## config.mk

```make
export PLATFORM = sky130hd
export DESIGN_NAME = ckfsp_ram
export DESIGN_NICKNAME = d
export VERILOG_FILES = /design/src/rtl/ckfsp_ram.sv
export SDC_FILE = /design/constraint.sdc
export NUM_CORES = 1
export LEC_CHECK = 0
export ABC_AREA = 1
export BUFFER_PORTS_ARGS = -buffer_cell sky130_fd_sc_hd__buf_4
export CAP_MARGIN = 40
export CORE_MARGIN = 3
export CORE_UTILIZATION = 60
export CTS_CLUSTER_DIAMETER = 200
export DETAILED_ROUTE_END_ITERATION = 8
export PLACE_DENSITY = 0.85
export SETUP_SLACK_MARGIN = 0.02
export SKIP_CTS_REPAIR_TIMING = 1
export SLEW_MARGIN = 5
export SYNTH_ARGS = -nofsm -noshare
export SYNTH_HDL_FRONTEND = slang
export SYNTH_SLANG_ARGS = --single-unit
export TNS_END_PERCENT = 5
```

## constraint.sdc

```tcl
create_clock -name clk -period 1.3 [get_ports clk]
set_input_delay 0.13 -clock clk [delete_from_list [all_inputs] [get_ports clk]]
set_output_delay 0.13 -clock clk [all_outputs]
set_load 0.05 [all_outputs]
```

## src/rtl/ckfsp_ram.sv

```systemverilog
`timescale 1ns / 1ps
// ----------------------------------------------------------------------------
// ckfsp_ram
// Generic simple dual port RAM with one write port and a registered read port.
// ----------------------------------------------------------------------------
module ckfsp_ram #(
  parameter int WIDTH = 8,
  parameter int DEPTH = 16
) (
  input  logic                     clk,
  input  logic                     we,
  input  logic [$clog2(DEPTH)-1:0] waddr,
  input  logic [WIDTH-1:0]         wdata,
  input  logic [$clog2(DEPTH)-1:0] raddr,
  output logic [WIDTH-1:0]         rdata
);

  logic [WIDTH-1:0] mem [DEPTH];

  always_ff @(posedge clk) begin
    if (we) begin
      mem[waddr] <= wdata;
    end
    rdata <= mem[raddr];
  end

endmodule

```

==> reports/qor.log <==
[timing] worst slew pin tran 0.3094 ns
[power] pwr/cell area 1531 nW/µm²
[critical_path] Critical Path AT 1.06 ns
[critical_path] start-to-end type of the worst setup path reg -> out
[cts] clock root cell clkbuf_8
[power] cell internal power dissipation 8.065 mW
[timing] count of endpoints failing hold in the final timing report 0
[route] Vias/cell 5.555
[yosys] synthesized area 5767 µm²
[global_route] gr ovfl total 0
[route] post-detailed-route count of antenna-violating nets 0
[route] count of routing violations after the opening detailed-route iteration 569
[critical_path] largest stage delay on the critical path 0.33 ns
[critical_path] crit path max-delay cell type dfxtp_1
[floorplan] floorplan die width 104.0 µm
[yosys] average footprint of a synthesized cell 10.47 µm²
[critical_path] worst-path fanout max 1
[finish] share of final-layout standard cells stronger than drive strength 1 12.97%
[floorplan] core box area 9284 µm²
[timing] achievable clock frequency 0.8379 GHz
[floorplan] die span in y 104.0 µm
[cts] total CTS buffers 17
[cts] CTS Buffer Depth 2
[power] switching power 2.422 mW
[global_route] maximum number of pins on one net before global-route repair 65
[route] vias 4,144
[route] DRC viols 0
[cts] Worst-path clk slew 0.06 ns
[critical_path] type of element capturing the critical path output port
[route] first-pass detailed-route iteration total 6
[yosys] number of distinct library cell variants in the gate-level netlist after synthesis 12
[critical_path] count of buffer and inverter cells on the critical path 1
[timing] count of endpoints failing setup in the final report 0
[critical_path] data required time at the worst endpoint 1.17 ns
[global_route] wire length of the first global-routing pass 21,290 µm
[yosys] sequential share of the synthesized area 69.43%
[floorplan] starting density of the core 62.12%
[global_route] number of global-route vias before repair 4,075
[cts] CTS HTree Levels 4
[finish] utilization after layout 73.76%
[power] Leakage 2.990 nW
[route] wirelength, routed 13,430 µm
[power] proportion of power drawn by the clock network 45.5%
[floorplan] num ports 26
[finish] number of antenna cells inserted 0
[global_route] global routing usage summed across all routing layers 26.04%
[timing] worst-case clock skew 0.008736 ns
[critical_path] worst reg-to-reg setup slack 0.19 ns
[critical_path] critical path, cell by cell buf_4
[power] maximum vdd drop 1.103 mV
[cts] CTS tree yes
[route] DR WL/cell 18.01 µm
[timing] minimum clock period 1.193 ns
[run] Maximum Capacitance Violations 0
[yosys] flop and latch count out of synthesis 136
[yosys] Yosys Warn Count 0
[yosys] gate count of the mapped netlist 551
[global_route] initial antenna violation count 0
[placed_design] post-detailed-placement half-perimeter wirelength 7788 µm
[timing] headroom to the max-slew limit 79.38%
[placed_design] final estimated routing congestion in global placement 0.8021
[critical_path] Startpoint Class flop
[power] Sw Share 23.10%
[min_path] type of the tightest min-delay check in -> reg
[cts] insertion delay to the later sink of the worst-skew pair 0.53 ns
[power] fraction of power consumed by sequential logic 47.0%
[timing] unrepaired setup endpoints after global routing false
[outcome] status complete, no violations
[timing] Final TNS setup 0 ns
[finish] Layout area overhead 18.75%
[placed_design] Port Buf Inserts 25
[finish] Final #Nets 622
[critical_path] kind of cell adding the most delay to the critical path flip-flops
[power] combinational fraction of design power 7.5%
[timing] share of the cycle needed by the critical path after routing 91.80%
[cts] sink count of the clock tree 136
[floorplan] die area 10,820 µm²
[timing] Max Transition Viols Final 0
[yosys] number of nets in the synthesized netlist 569
[floorplan] std cell rows 35
==> per-stage QoR <==
stage	worst slack [ns]	cell area [µm²]	hold WS (ns)	total power, mW	std cells
6_report	0.1066	6848	0.05509	10.49	746
3_5_place_dp	0.1201	6167	0.4371	5.748	705
3_3_place_gp	0.1662	6167	0.4368	5.715	705
5_1_grt	0.06660	6848	0.06707	10.75	746
2_1_floorplan	0.2192	5767	0.2289	5.463	551
4_1_cts	0.08590	6758	-0.08953	10.46	737
==> cell usage after synthesis <==
library cell / n / area [µm²]
nand2_1: 173 / 649.4
edfxtp_1: 128 / 3844
inv_1: 100 / 375.4
nand3_1: 97 / 485.5
nor2_1: 17 / 63.81
buf_2: 13 / 65.06
dfxtp_1: 8 / 160.2
buf_6: 6 / 67.56
buf_4: 4 / 30.03
inv_2: 2 / 7.510
nand3b_1: 2 / 15.01
buf_1: 1 / 3.750
==> metal layers <==
metal | vias up | wire length [µm] | GRT usage [%]
li1 | 1886 | - | -
met5 | - | 0 | 0
met3 | 40 | 1613 | 6.331
met2 | 317 | 6481 | 41.74
met1 | 1901 | 4901 | 33.43
met4 | 0 | 436 | 12.92
==> final timing paths <==
path / endpoint / start / cells after the start
worst max-delay path: rdata[3] / rdata[3] / 1
worst min-delay path: rdata[1] / raddr[2] / 4
worst max register to register: rdata[3] / mem[0][3] / 6
worst min register to register: rdata[1] / mem[5][1] / 6
==> power by group through the flow <==
stage / logic (mW) / clock network (mW) / registers, mW
floorplan: 0.346 / 0 / 5.12
global placement: 0.700 / 0 / 5.01
detailed placement: 0.729 / 0 / 5.02
CTS: 0.746 / 4.78 / 4.93
global route: 0.839 / 4.97 / 4.94
finish: 0.784 / 4.77 / 4.93
==> cells in the final DEF, fill, tap and decap left out, types with 8 or more instances in the layout <==
cell type / instances
dlygate4sd3_1: 9
edfxtp_1: 128
dfxtp_1: 8
nand2_1: 173
buf_4: 46
nand3_1: 97
nor2_1: 17
inv_1: 100
clkbuf_16: 16
==> final cells by class <==
class | instances | area, µm²
multi-input cells | 289 | 1214
clock inverters | 15 | 176.4
flip-flops and latches | 136 | 4004
repair buffers | 58 | 495.5
well taps | 129 | 161.4
fillers | 570 | 2436
clock buffers | 17 | 414.1
inverters | 102 | 382.9
==> registers in the layout (all words and copies together) (netlist names) <==
signal  flops
mem       128
rdata       8
==> logic make-up (layout without fill, tap and decap cells) <==
kind of cell | Yosys count | in the layout | share of synthesized area (%)
and+or+nand+nor | 289 | 289 | 21.05
DFF | 136 | 136 | 69.43
buffers and inverters | 126 | 192 | 9.525
(Power assumes the default switching activity.)
